### config.mk
export PLATFORM = sky130hd
export DESIGN_NAME = priority_queue_group_delete
export DESIGN_NICKNAME = d
export VERILOG_FILES = /design/src/design/pqgd_pkg.sv /design/src/design/pqgd_ram.sv /design/src/design/pqgd_core.sv /design/src/design/priority_queue_group_delete.sv
export SDC_FILE = /design/constraint.sdc
export NUM_CORES = 1
export LEC_CHECK = 0
export ABC_AREA = 1
export BUFFER_PORTS_ARGS = -buffer_cell sky130_fd_sc_hd__buf_2
export CORE_MARGIN = 4
export CORE_UTILIZATION = 40
export CTS_CLUSTER_SIZE = 20
export DETAILED_ROUTE_END_ITERATION = 10
export HOLD_SLACK_MARGIN = 0.15
export PLACE_DENSITY = 0.51
export SETUP_SLACK_MARGIN = 0.4
export SLEW_MARGIN = 10
export SYNTH_ARGS = -nofsm -noshare
export SYNTH_HDL_FRONTEND = slang
export SYNTH_HIERARCHICAL = 1
export SYNTH_SLANG_ARGS = --single-unit
### constraint.sdc
create_clock -name aclk -period 10.1 [get_ports aclk]
set_input_delay 2.02 -clock aclk [delete_from_list [all_inputs] [get_ports aclk]]
set_output_delay 2.02 -clock aclk [all_outputs]
set_load 0.02 [all_outputs]
### src/design/pqgd_pkg.sv
package pqgd_pkg;

    localparam int QUEUE_DEPTH   = 16;
    localparam int PRIORITY_BITS = 8;
    localparam int VALUE_W       = 32;
    localparam int IDX_W         = $clog2(QUEUE_DEPTH);
    localparam int CNT_W         = $clog2(QUEUE_DEPTH + 1);

    typedef enum logic {
        OP_INSERT = 1'b0,
        OP_DELETE = 1'b1
    } op_t;

    typedef enum logic [1:0] {
        ST_DONE      = 2'd0,
        ST_OVERFLOW  = 2'd1,
        ST_UNDERFLOW = 2'd2
    } status_t;

    typedef enum logic [2:0] {
        S_IDLE,
        S_INS,
        S_INS_LAST,
        S_DEL,
        S_DONE
    } state_t;

    typedef struct packed {
        logic [PRIORITY_BITS-1:0] pri;
        logic [VALUE_W-1:0]       value;
    } entry_t;

    typedef struct packed {
        op_t                      op;
        logic [VALUE_W-1:0]       value;
        logic [PRIORITY_BITS-1:0] pri;
    } req_t;

    typedef struct packed {
        status_t                  status;
        logic [CNT_W-1:0]         removed;
        logic [CNT_W-1:0]         count;
        logic                     front_valid;
        logic [VALUE_W-1:0]       front_value;
        logic [PRIORITY_BITS-1:0] front_pri;
    } rsp_t;

endpackage

### src/design/pqgd_ram.sv
module pqgd_ram #(
    parameter int WIDTH = 8,
    parameter int DEPTH = 16
) (
    input  logic                     aclk,
    input  logic                     wr_en,
    input  logic [$clog2(DEPTH)-1:0] wr_addr,
    input  logic [WIDTH-1:0]         wr_data,
    input  logic [$clog2(DEPTH)-1:0] rd_addr,
    output logic [WIDTH-1:0]         rd_data
);

    logic [WIDTH-1:0] mem_reg [DEPTH];
    logic [WIDTH-1:0] rd_data_reg;

    always_ff @(posedge aclk) begin
        if (wr_en) begin
            mem_reg[wr_addr] <= wr_data;
        end
        rd_data_reg <= mem_reg[rd_addr];
    end

    assign rd_data = rd_data_reg;

endmodule

### src/design/pqgd_core.sv
module pqgd_core (
    input  logic          aclk,
    input  logic          aresetn,
    input  logic          start,
    input  pqgd_pkg::req_t req,
    output logic          idle,
    output logic          rsp_valid,
    input  logic          rsp_ready,
    output pqgd_pkg::rsp_t rsp
);
    import pqgd_pkg::*;

    state_t            state_reg, state_next;
    logic [CNT_W-1:0]  total_reg, total_next;
    logic [IDX_W-1:0]  idx_reg, idx_next;
    logic [CNT_W-1:0]  removed_reg, removed_next;
    logic              in_run_reg, in_run_next;
    status_t           status_reg, status_next;
    entry_t            new_reg, new_next;
    entry_t            front_reg;

    logic              wr_en;
    logic [IDX_W-1:0]  wr_addr;
    entry_t            wr_data;
    logic [IDX_W-1:0]  rd_addr;
    entry_t            rd_data;
    entry_t            req_entry;

    pqgd_ram #(
        .WIDTH ($bits(entry_t)),
        .DEPTH (QUEUE_DEPTH)
    ) u_store (
        .aclk    (aclk),
        .wr_en   (wr_en),
        .wr_addr (wr_addr),
        .wr_data (wr_data),
        .rd_addr (rd_addr),
        .rd_data (rd_data)
    );

    assign req_entry.pri   = req.pri;
    assign req_entry.value = req.value;

    always_ff @(posedge aclk) begin
        if (!aresetn) begin
            state_reg <= S_IDLE;
            total_reg <= '0;
        end else begin
            state_reg <= state_next;
            total_reg <= total_next;
        end
        idx_reg     <= idx_next;
        removed_reg <= removed_next;
        in_run_reg  <= in_run_next;
        status_reg  <= status_next;
        new_reg     <= new_next;
        // slot 0 is mirrored so the front is always at hand
        if (wr_en && wr_addr == '0) begin
            front_reg <= wr_data;
        end
    end

    always_comb begin
        state_next   = state_reg;
        total_next   = total_reg;
        idx_next     = idx_reg;
        removed_next = removed_reg;
        in_run_next  = in_run_reg;
        status_next  = status_reg;
        new_next     = new_reg;
        wr_en        = 1'b0;
        wr_addr      = '0;
        wr_data      = new_reg;
        rd_addr      = idx_reg;
        rsp_valid    = 1'b0;

        case (state_reg)
            S_IDLE: begin
                if (start) begin
                    new_next     = req_entry;
                    removed_next = '0;
                    in_run_next  = 1'b1;
                    status_next  = ST_DONE;
                    if (req.op == OP_INSERT) begin
                        if (total_reg == CNT_W'(QUEUE_DEPTH)) begin
                            status_next = ST_OVERFLOW;
                            state_next  = S_DONE;
                        end else if (total_reg == '0) begin
                            wr_en      = 1'b1;
                            wr_data    = req_entry;
                            total_next = CNT_W'(1);
                            state_next = S_DONE;
                        end else begin
                            idx_next   = IDX_W'(total_reg - CNT_W'(1));
                            rd_addr    = IDX_W'(total_reg - CNT_W'(1));
                            state_next = S_INS;
                        end
                    end else begin
                        if (total_reg == '0) begin
                            status_next = ST_UNDERFLOW;
                            state_next  = S_DONE;
                        end else begin
                            idx_next   = '0;
                            rd_addr    = '0;
                            state_next = S_DEL;
                        end
                    end
                end
            end
            S_INS: begin
                // walk from the tail, moving up entries that are less urgent
                wr_en   = 1'b1;
                wr_addr = idx_reg + IDX_W'(1);
                if (rd_data.pri > new_reg.pri) begin
                    wr_data = rd_data;
                    if (idx_reg == '0) begin
                        state_next = S_INS_LAST;
                    end else begin
                        idx_next = idx_reg - IDX_W'(1);
                        rd_addr  = idx_reg - IDX_W'(1);
                    end
                end else begin
                    total_next = total_reg + CNT_W'(1);
                    state_next = S_DONE;
                end
            end
            S_INS_LAST: begin
                wr_en      = 1'b1;
                total_next = total_reg + CNT_W'(1);
                state_next = S_DONE;
            end
            S_DEL: begin
                // count the leading run, then compact the rest down
                if (in_run_reg && rd_data.pri == front_reg.pri) begin
                    removed_next = removed_reg + CNT_W'(1);
                end else begin
                    in_run_next = 1'b0;
                    wr_en       = 1'b1;
                    wr_addr     = IDX_W'(CNT_W'(idx_reg) - removed_reg);
                    wr_data     = rd_data;
                end
                if (CNT_W'(idx_reg) + CNT_W'(1) == total_reg) begin
                    total_next = total_reg - removed_next;
                    state_next = S_DONE;
                end else begin
                    idx_next = idx_reg + IDX_W'(1);
                    rd_addr  = idx_reg + IDX_W'(1);
                end
            end
            S_DONE: begin
                rsp_valid = 1'b1;
                if (rsp_ready) begin
                    state_next = S_IDLE;
                end
            end
            default: begin
                state_next = S_IDLE;
            end
        endcase
    end

    assign idle = (state_reg == S_IDLE);

    always_comb begin
        rsp.status      = status_reg;
        rsp.removed     = removed_reg;
        rsp.count       = total_reg;
        rsp.front_valid = (total_reg != '0);
        rsp.front_value = rsp.front_valid ? front_reg.value : '0;
        rsp.front_pri   = rsp.front_valid ? front_reg.pri : '0;
    end

endmodule

### src/design/priority_queue_group_delete.sv
// Sorted priority queue of up to 16 (value, priority) entries; smaller
// priority is more urgent, equal priorities leave in arrival order.
// Input words (s_axis): tuser carries the op (insert or delete), tdata the
// value and priority. A delete removes every entry sharing the front
// priority. Each input word yields exactly one result word (m_axis): status
// in tuser, and in tdata the count removed, the count held, and the front.
// An insert's result word waits for the tail-first shift through the store,
// which moves each less urgent entry up one slot (one read and one write per
// cycle); a delete scans every held entry before it answers. Overflow,
// underflow and an insert into an empty queue go straight to the result.
// The sequencer is ready again when its result moves to the output register.
// s_axis_tready is high only while the sequencer is idle.
// The result sits in an output register; the next input word is taken while
// it waits. If the receiver stalls, the following result holds in the
// sequencer and no further word is taken until the output register frees.
// Reset (aresetn low, synchronous) empties the queue and drops any pending
// result. Store contents are not cleared; only written slots are ever read.
module priority_queue_group_delete (
    input  logic        aclk,
    input  logic        aresetn,
    input  logic        s_axis_tvalid,
    output logic        s_axis_tready,
    input  logic [0:0]  s_axis_tuser,  // op
    input  logic [39:0] s_axis_tdata,  // item_value[31:0], item_priority[39:32]
    output logic        m_axis_tvalid,
    input  logic        m_axis_tready,
    output logic [1:0]  m_axis_tuser,  // status
    // removed_count[4:0], entry_count[9:5], front_valid[10],
    // front_value[42:11], front_priority[50:43], zero fill
    output logic [55:0] m_axis_tdata
);
    import pqgd_pkg::*;

    req_t        req;
    rsp_t        rsp;
    logic        core_idle;
    logic        rsp_valid;
    logic        rsp_ready;
    logic        start;
    logic        m_valid_reg;
    logic [1:0]  m_user_reg;
    logic [55:0] m_data_reg;

    assign req.op    = op_t'(s_axis_tuser[0]);
    assign req.value = s_axis_tdata[31:0];
    assign req.pri   = PRIORITY_BITS'(s_axis_tdata[39:32]);

    assign s_axis_tready = core_idle;
    assign start         = s_axis_tvalid && core_idle;
    assign rsp_ready     = !m_valid_reg || m_axis_tready;

    pqgd_core u_core (
        .aclk      (aclk),
        .aresetn   (aresetn),
        .start     (start),
        .req       (req),
        .idle      (core_idle),
        .rsp_valid (rsp_valid),
        .rsp_ready (rsp_ready),
        .rsp       (rsp)
    );

    always_ff @(posedge aclk) begin
        if (!aresetn) begin
            m_valid_reg <= 1'b0;
        end else if (rsp_ready) begin
            m_valid_reg <= rsp_valid;
        end
        if (rsp_ready && rsp_valid) begin
            m_user_reg <= rsp.status;
            m_data_reg <= {5'd0,
                           8'(rsp.front_pri),
                           rsp.front_value,
                           rsp.front_valid,
                           5'(rsp.count),
                           5'(rsp.removed)};
        end
    end

    assign m_axis_tvalid = m_valid_reg;
    assign m_axis_tuser  = m_user_reg;
    assign m_axis_tdata  = m_data_reg;

    assert property (@(posedge aclk) disable iff (!aresetn)
        m_axis_tvalid && m_axis_tuser == ST_OVERFLOW |->
            m_axis_tdata[9:5] == 5'(QUEUE_DEPTH))
        else $error("overflow reported on a queue that is not full");

    assert property (@(posedge aclk) disable iff (!aresetn)
        m_axis_tvalid && m_axis_tuser == ST_UNDERFLOW |->
            m_axis_tdata[9:5] == 5'd0 && !m_axis_tdata[10])
        else $error("underflow reported on a queue that is not empty");

    assert property (@(posedge aclk) disable iff (!aresetn)
        m_axis_tvalid |-> m_axis_tdata[10] == (m_axis_tdata[9:5] != 5'd0))
        else $error("front valid disagrees with entry count");

    assert property (@(posedge aclk) disable iff (!aresetn)
        m_axis_tvalid && m_axis_tdata[4:0] != 5'd0 |-> m_axis_tuser == ST_DONE)
        else $error("entries removed on a failed operation");

    assert property (@(posedge aclk) disable iff (!aresetn)
        rsp_valid && !rsp_ready |=> !s_axis_tready)
        else $error("input taken while a result is held back");

endmodule
* Word level (Yosys, flattened, before mapping)
Memory sizes are Yosys's and may differ from the RTL's. A register that Yosys moved wholly into a read port is not among the register bits. Cells that the tools add are included.
Cells by class: add/sub/neg operators 8, eq/ne operators 16, reductions and logical operators 19, multiplexer cells 54, magnitude comparators 1
Operator list (count):
- 40-bit 2-to-1 mux | 6
- 40-bit one-hot mux with 3 select lines | 1
- 5-bit 2-to-1 mux | 9
- 4-bit 2-to-1 mux | 9
- 3-bit 2-to-1 mux | 9
- 5-bit one-hot mux with 4 select lines | 1
- 3-bit one-hot mux with 5 select lines | 1
- 4-bit one-hot mux with 3 select lines | 1
- 1-bit 2-to-1 mux | 11
- 5-bit by 1-bit adder with 5-bit output (second input constant) | 2
- 2-bit inequality test (second input constant) | 5
- 5-bit one-hot mux with 2 select lines | 1
- 8-bit == test | 1
- 8-bit > comparator | 1
- 4-bit zero test | 2
- 4-bit one-hot mux with 2 select lines | 1
- 4-bit by 1-bit subtractor with 4-bit output (second input constant) | 2
- 7-bit AND reduction | 1
- 3-bit by 2-bit == test with 1-bit output (second input constant) | 2
- 2-bit by 1-bit inequality test with 1-bit output (second input constant) | 3
- 4-bit by 1-bit adder with 5-bit output (second input constant) | 1
- 5-bit == test | 1
- 5-bit == test (second input constant) | 1
- 5-bit zero test | 1
- 20 further kinds | 25
Word-level totals: bits in registers 154, memories 1, bits of input ports 45, bits in writable memories 640, logic and storage cells 113
Memory list:
- u_core.u_store.mem_reg | words 16, bits a word 40, rd ports 1, clocked after Yosys merged registers in 1, write ports 1, line pqgd_ram.sv:13 | logic [WIDTH-1:0] mem_reg [DEPTH];

* Longest topological paths before layout
Gate-level depths: netlist of the first run.
depth in word-level cells 8, depth in mapped cells 22, mapped depth without buffers 20

* Cells and area by module
The synthesis of the first run kept the hierarchy.
Modules (own cells, without submodules):
- pqgd_ram | times used 1, cells an instance 2643, area an instance 28318.4 um^2, sequential area each 20019.2 um^2
- pqgd_core | times used 1, cells an instance 685, area an instance 5919.4 um^2, sequential area each 2882.8 um^2
- priority_queue_group_delete | times used 1, cells an instance 68, area an instance 1691.6 um^2, sequential area each 1611.5 um^2

* Worst setup path before layout of the first run
OpenSTA, ideal clock, no wires.
path kind input to register, from input s_axis_tvalid, to register u_core.u_store.rd_data_reg[12] (netlist: u_core/u_store/rd_data[12]) (read register of u_core.u_store.mem_reg), path buffers 3, arrival 5303 ps, setup slack 4683 ps, data required time 9986 ps, setup time 114 ps, cell stages on the path 14, cell sequence nand2_1 -> inv_1 -> inv_1 -> nor2_1 -> a22oi_1 -> nand4_1 -> buf_4 -> buf_4 -> buf_2 -> nand2_1 -> nand3_1 -> nand3_1 -> nand3_1 -> nand2_1
On the way: word-level cells in the longest chain between the ends 3
RTL lines:
- start, declared | line priority_queue_group_delete.sv:21 | input logic s_axis_tvalid,
- 1-bit logical AND | line priority_queue_group_delete.sv:49 | assign start = s_axis_tvalid && core_idle;
- net start | line priority_queue_group_delete.sv:39 | logic start;
- 4-bit 2-to-1 mux | line pqgd_core.sv:79 | if (start) begin
- 4-bit one-hot mux with 3 select lines | line pqgd_core.sv:77 | case (state_reg)
- net u_core.idx_next[0] | line pqgd_core.sv:15 | logic [IDX_W-1:0] idx_reg, idx_next;
- end, declared | line pqgd_ram.sv:14 | logic [WIDTH-1:0] rd_data_reg;
The timed path passes the listed nets, and every way through them passes these cells. A chain may end at the register's enable or synchronous reset.

* Final worst setup path of the first run
from input s_axis_tvalid, to register u_core.u_store.rd_data_reg[16] (netlist: u_core/u_store/rd_data[16]) (read register of u_core.u_store.mem_reg)
Same word-level chain as after synthesis.

==> reports/metrics.cfg, run 1 <==
[outcome]
status = complete, no violations

[clocking]
insertion_delay_ns = 0.63
cts.path.max_buffers = 3
numCtsBuffers = 91
cts_resized = 0
cts_sinks = 834
hold_buffers = 0
htree_levels = 3
cts_tree = built
cts_root_buf = clkbuf_16
post_cts_buffers = 0
cts.reportedPaths.clkPinSlew_ns = 0.07

[sta]
max_freq_mhz = 172
slew_headroom = 0.139
finalCriticalPeriod_ns = 5.83
slew_viol_final = 0
rsz0062_at_grt = false
finalHoldWorstSlack_ns = 0.435
setup_viol = 0
setup_tns_ns = 0
hold_viol_final = 0
fin_crit_sh = 0.577
worstMarginPinSlew_ns = 1.29
skew_ns = 0.0201

[synth]
netlist_area_um2 = 35900
ys_ff_latch = 834
synthDistinctLibCells = 41
postSynthCellCount = 3396
synth.avg_cell_area_um2 = 10.6
synth.area.top_cells = edfxtp_1, nand2_1, nand3_1, inv_1, dfxtp_1
synth_top_area_frac = 0.653
yosysWarnings = 6
synth_top_cell_by_area = edfxtp_1
ys_seq_area_frac = 0.682

[power]
p_clk_frac = 0.223
pwr-share-comb = 0.426
p_seq_frac = 0.351
p_per_area_nw_per_um2 = 374
ir_drop_uv = 446
p_leak_nw = 17.2
finalPower_w = 0.0151
power_switching_w = 0.00638
intPower_w = 0.00872
switching_share = 0.423

[critical_path]
end_kind = flop
criticalPathCategory = input pin to flop
required_ns = 10.63
path_delay_family = buffers and inverters
critPathSlowestCell = buf_4
slowest_delay_ns = 0.75
crit_buf_inv = 7
crit_path_max_fanout = 169
crit_path_start_kind = input pin
path_common_cell = nand2_1
crit_chain = buf_2 -> nand2_1 -> inv_1 -> inv_1 -> nor2_4 -> buf_4 -> a22oi_1 -> nand4_1 -> buf_12 -> inv_8 -> buf_4 -> nand2_1 -> nand2_1 -> nand2_1 -> nand3_1 -> nand3_1 -> nand2_1
worst_ep_arrival_time_ns = 6.35

[route]
drc = 0
vias = 23200
drtIter0Drc = 2292
antenna_left = 0
wl_per_cell_um = 20.4
viasPerCell = 4.91
totalWireLength_mm = 96.2
firstDrtPassIters = 7

[floorplanning]
initial_utilization = 0.405
coreArea_um2 = 88800
die_h_um = 308
die_area_um2 = 94700
die_w_um = 308
ios = 105
rows = 109

[global_route]
grt_pass1_vias = 22000
grt.total_usage = 0.202
grt_max_degree = 177
antenna_found_initial = 3
grt_pass1_wl_mm = 143
grt.overflow.total = 0

[final_layout]
design_area_um2 = 40400
syn2layout_area_growth_pct = 12.4
largest_reg_flops = 640
layout.nets = 3537
final_util = 0.455
drive_gt1_frac = 0.0966

[placement]
portBuffers = 99
post-dp-hpwl_mm = 46.0
place.gp.congestion = 0.815
place_area_um2 = 37300

[hold_path]
hp-class = flop to flop

[job]
max_cap_viol_count = 0

## layout by cell type (no fill, tap or decap), types with 4 or more instances in the layout
cell	count
bufinv_16	10
o22ai_1	5
clkinvlp_4	5
nand4_1	8
dfxtp_1	53
inv_2	10
ha_1	20
clkinv_1	13
nand2_2	4
o21ai_0	15
nor2_1	35
nor2_4	24
xnor2_1	8
clkinv_2	22
nand3_1	502
nand2_4	5
edfxtp_1	781
clkbuf_8	6
a22oi_1	31
nand2_1	1076
clkbuf_16	93
inv_1	596
buf_4	33
inv_6	4
buf_2	99
xor2_1	8
conb_1	5
a21oi_1	16
a22oi_2	10
clkbuf_1	19
nor3_1	4
## cell families after synthesis
group	Yosys count	share of synthesized area
simple gates	1667	0.196
compound gates	88	0.0174
fa+ha+maj	22	0.00808
xor+xnor	17	0.00435
buf+inv	767	0.0917
other cells	1	0.000104
flops	834	0.682
## power by group through the flow
stage	combinational, W	sequential, W	clock (W)
3_5_place_dp	0.00647	0.00537	0
6_report	0.00644	0.00530	0.00336
4_1_cts	0.00650	0.00530	0.00343
5_1_grt	0.00723	0.00535	0.00358
2_1_floorplan	0.00468	0.00538	0
3_3_place_gp	0.00643	0.00537	0
## area by class of cell
cell class                      instances  area [µm²]
Fill cell                            8208       48400
Sequential cell                       834       24500
Multi-Input combinational cell       1799        8290
Clock buffer                          118        2480
Inverter                              610        2310
Tap cell                             1165        1460
Timing Repair Buffer                  134         783
Clock inverter                         54         551
Antenna cell                            2        5.00
## final timing paths
| kind | from | endpoint | slack, ns | cells past startpoint |
|---|---|---|---|---|
| setup / recovery | s_axis_tvalid | u_core/u_store/rd_data[16]$_DFF_P_ | 4.27 | 17 |
| hold / removal | u_core/status_reg[0]$_SDFFCE_PP0P_ | m_axis_tuser[0]$_DFFE_PP_ | 0.43 | 0 |
| setup reg to reg | u_core/state_reg[2]$_SDFFE_PN0P_ | u_core/u_store/rd_data[16]$_DFF_P_ | 4.90 | 19 |
| hold reg to reg | u_core/status_reg[0]$_SDFFCE_PP0P_ | m_axis_tuser[0]$_DFFE_PP_ | 0.43 | 0 |
## per-stage QoR
step,std cells,worst slack (ns)
after global routing,4714,4.13
after CTS,4714,4.53
after detailed placement,4542,3.85
after global placement,4542,3.92
final,4716,4.27
after floorplan,3400,4.68
## cells in the mapped netlist (all sizes together)
cell type  number
nand2        1085
edfxtp        781
inv           609
nand3         506
buf           137
nor2           61
dfxtp          53
a22oi          41
a21oi          20
clkbuf         20
ha             20
o21ai          16
xor2            9
nand4           8
xnor2           8
o22ai           5
nor3            4
a211oi          2
fa              2
nand3b          2
o211ai          2
o21a            2
clkinv          1
conb            1
or2             1
## per-layer routing
metal	track usage	up-vias	wire, µm
li1	-	11200	-
met5	0	-	13
met2	0.328	684	44400
met1	0.285	11200	43700
met3	0.0299	150	5890
met4	0.0554	2	2180
No activity file was read; power rests on OpenSTA's default activity.
==> run 2, diff against run 1 <==
==> constraint.sdc (replaced) <==
create_clock -name aclk -period 5.85 [get_ports aclk]
set_input_delay 1.17 -clock aclk [delete_from_list [all_inputs] [get_ports aclk]]
set_output_delay 1.17 -clock aclk [all_outputs]
set_load 0.02 [all_outputs]
==> reports/metrics.cfg, run 2 (same netlist as run 1, synthesis figures left out) <==
[power]
switching_share = 0.422  ; was 0.423
finalPower_w = 0.0261  ; was 0.0151 W
power_switching_w = 0.0110  ; was 0.00638 W
pwr-share-comb = 0.436  ; was 0.426
p_leak_nw = 17.2  ; about the same
ir_drop_uv = 957  ; was 446 µV
intPower_w = 0.0151  ; was 0.00872 W
p_seq_frac = 0.350  ; was 0.351
p_clk_frac = 0.215  ; was 0.223
p_per_area_nw_per_um2 = 645  ; was 374 nW/µm²

[sta]
fin_crit_sh = 0.747
finalHoldWorstSlack_ns = 0.451  ; was 0.435 ns
slew_viol_final = 0  ; unchanged
rsz0062_at_grt = false  ; unchanged
hold_viol_final = 0  ; unchanged
skew_ns = 0.0212  ; was 0.0201 ns
finalCriticalPeriod_ns = 4.37
worstMarginPinSlew_ns = 0.961  ; was 1.29 ns
fin_ws_ns = 1.48  ; was 4.27 ns
setup_tns_ns = 0  ; unchanged
slew_headroom = 0.359  ; was 0.139
max_freq_mhz = 229
setup_viol = 0  ; unchanged

[critical_path]
crit_chain = inv_1 -> ha_1 -> xnor2_1 -> nand3_1 -> nor2_2 -> nand2_4 -> o21ai_0 -> nand2_1 -> nand4_1 -> buf_12 -> buf_12 -> nand2_1 -> nand3_1 -> nand3_1 -> nand3_1 -> nand2_1  ; was buf_2 -> nand2_1 -> inv_1 -> inv_1 -> nor2_4 -> buf_4 -> a22oi_1 -> nand4_1 -> buf_12 -> inv_8 -> buf_4 -> nand2_1 -> nand2_1 -> nand2_1 -> nand3_1 -> nand3_1 -> nand2_1
critPathSlowestCell = buf_12  ; was buf_4
ff2ff_path_depth = 16  ; was 19
r2r_slack_ns = 1.48  ; was 4.90 ns
rr_startpoint = u_core/idx_reg[0]$_DFF_P_  ; was u_core/state_reg[2]$_SDFFE_PN0P_
end_kind = flop  ; unchanged
slowest_delay_ns = 0.66  ; was 0.75 ns
crit_path_end = u_core/u_store/rd_data[19]$_DFF_P_  ; was u_core/u_store/rd_data[16]$_DFF_P_
crit_start = u_core/idx_reg[0]$_DFF_P_  ; was s_axis_tvalid
crit_path_max_fanout = 163  ; was 169
crit_buf_inv = 3  ; was 7
crit_path_start_kind = flop  ; was input pin
worst_ep_arrival_time_ns = 4.89  ; was 6.35 ns
path_delay_family = buffers and inverters  ; unchanged
r2r_end = u_core/u_store/rd_data[19]$_DFF_P_  ; was u_core/u_store/rd_data[16]$_DFF_P_
required_ns = 6.37  ; was 10.63 ns
criticalPathCategory = flop to flop  ; was input pin to flop
path_common_cell = nand3_1  ; was nand2_1
worstSetupPathDepth = 16  ; was 17

[global_route]
grt_max_degree = 164  ; was 177
grt_util_met3 = 0.0256  ; was 0.0299
use_met2 = 0.321  ; was 0.328
grt_pass1_vias = 21900  ; was 22000
grt.busiest_layer = met2  ; unchanged
grt.total_usage = 0.198  ; was 0.202
antenna_found_initial = 2  ; was 3
grt_pass1_wl_mm = 141  ; was 143 mm
met1_usage = 0.285  ; about the same
grt.overflow.total = 0  ; unchanged

[clocking]
cts_sinks = 834  ; unchanged
cts_root_buf = clkbuf_16  ; unchanged
hold_buffers = 0  ; unchanged
insertion_delay_ns = 0.64  ; was 0.63 ns
htree_levels = 3  ; unchanged
cts_resized = 0  ; unchanged
cts.path.max_buffers = 3  ; unchanged
numCtsBuffers = 88  ; was 91
post_cts_buffers = 0  ; unchanged
cts_tree = built  ; unchanged
cts.reportedPaths.clkPinSlew_ns = 0.06  ; was 0.07 ns

[final_layout]
n_fill_cell = 8208  ; unchanged
final_common_cell = nand2_1  ; unchanged
largest_reg_flops = 640  ; unchanged
drive_gt1_frac = 0.0968  ; was 0.0966
syn2layout_area_growth_pct = 12.8  ; was 12.4%
layout.nets = 3542  ; was 3537
final_util = 0.457  ; was 0.455
final_cell_mix = nand2_1, edfxtp_1, inv_1, nand3_1, buf_2  ; unchanged

[job]
max_cap_viol_count = 0  ; unchanged

[route]
viasPerCell = 4.88  ; was 4.91
wl_per_cell_um = 20.0  ; was 20.4 µm
totalWireLength_mm = 94.1  ; was 96.2 mm
antenna_left = 0  ; unchanged
firstDrtPassIters = 5  ; was 7
vias = 23000  ; was 23200
drtIter0Drc = 1817  ; was 2292
drc = 0  ; unchanged

[placement]
portBuffers = 99  ; unchanged
post-dp-hpwl_mm = 47.0  ; was 46.0 mm
place.gp.congestion = 0.790  ; was 0.815
post-place-ws_ns = 1.24  ; was 3.85 ns

[floorplanning]
initial_utilization = 0.405  ; unchanged
die_h_um = 308  ; unchanged
die_w_um = 308  ; unchanged
rows = 109  ; unchanged
ios = 105  ; unchanged
coreArea_um2 = 88800  ; unchanged
die_area_um2 = 94700  ; unchanged

[outcome]
status = complete, no violations  ; unchanged

[hold_path]
hp-class = flop to flop  ; unchanged

-- run 2: metrics by stage --
step / cells / area, µm²
2_1_floorplan: 3400 / 35900
3_3_place_gp: 4550 / 37600
3_5_place_dp: 4550 / 37600
4_1_cts: 4710 / 40500
5_1_grt: 4710 / 40500
6_report: 4712 / 40500
-- run 2: power groups by stage --
stage / Sequential, W / Combinational, W / Clock [W]
floorplan: 0.00929 / 0.00808 / 0
global placement: 0.00926 / 0.0114 / 0
detailed placement: 0.00927 / 0.0115 / 0
CTS: 0.00915 / 0.0115 / 0.00575
global route: 0.00924 / 0.0128 / 0.00599
finish: 0.00914 / 0.0114 / 0.00561
-- run 2: how the worst min path moves through the flow --
stage | start | to | slack (ns) | depth (start not counted)
final | u_core/status_reg[0]$_SDFFCE_PP0P_ | m_axis_tuser[0]$_DFFE_PP_ | 0.45 | 0
after global routing | u_core/status_reg[0]$_SDFFCE_PP0P_ | m_axis_tuser[0]$_DFFE_PP_ | 0.44 | 0
after detailed placement | u_core/status_reg[1]$_SDFFCE_PN0P_ | m_axis_tuser[1]$_DFFE_PP_ | 0.45 | 0
after global placement | u_core/status_reg[1]$_SDFFCE_PN0P_ | m_axis_tuser[1]$_DFFE_PP_ | 0.43 | 0
after CTS | u_core/status_reg[0]$_SDFFCE_PP0P_ | m_axis_tuser[0]$_DFFE_PP_ | 0.45 | 0
after floorplan | u_core/status_reg[0]$_SDFFCE_PP0P_ | m_axis_tuser[0]$_DFFE_PP_ | 0.40 | 0
-- run 2: cell type report --
class                           count  area [µm²]  area share
Antenna cell                        2        5.00    0.000123
Clock buffer                      119        2480      0.0612
Clock inverter                     41         427      0.0105
Inverter                          610        2300      0.0568
Multi-Input combinational cell   1799        8290       0.204
Sequential cell                   834       24500       0.605
Tap cell                         1165        1460      0.0360
Timing Repair Buffer              142        1070      0.0264
-- run 2: per-layer routing --
layer / vias to the layer above / wire (µm)
li1: 11200 / -
met1: 11100 / 44100
met2: 584 / 43400
met3: 84 / 5210
met4: 0 / 1460
met5: - / 0
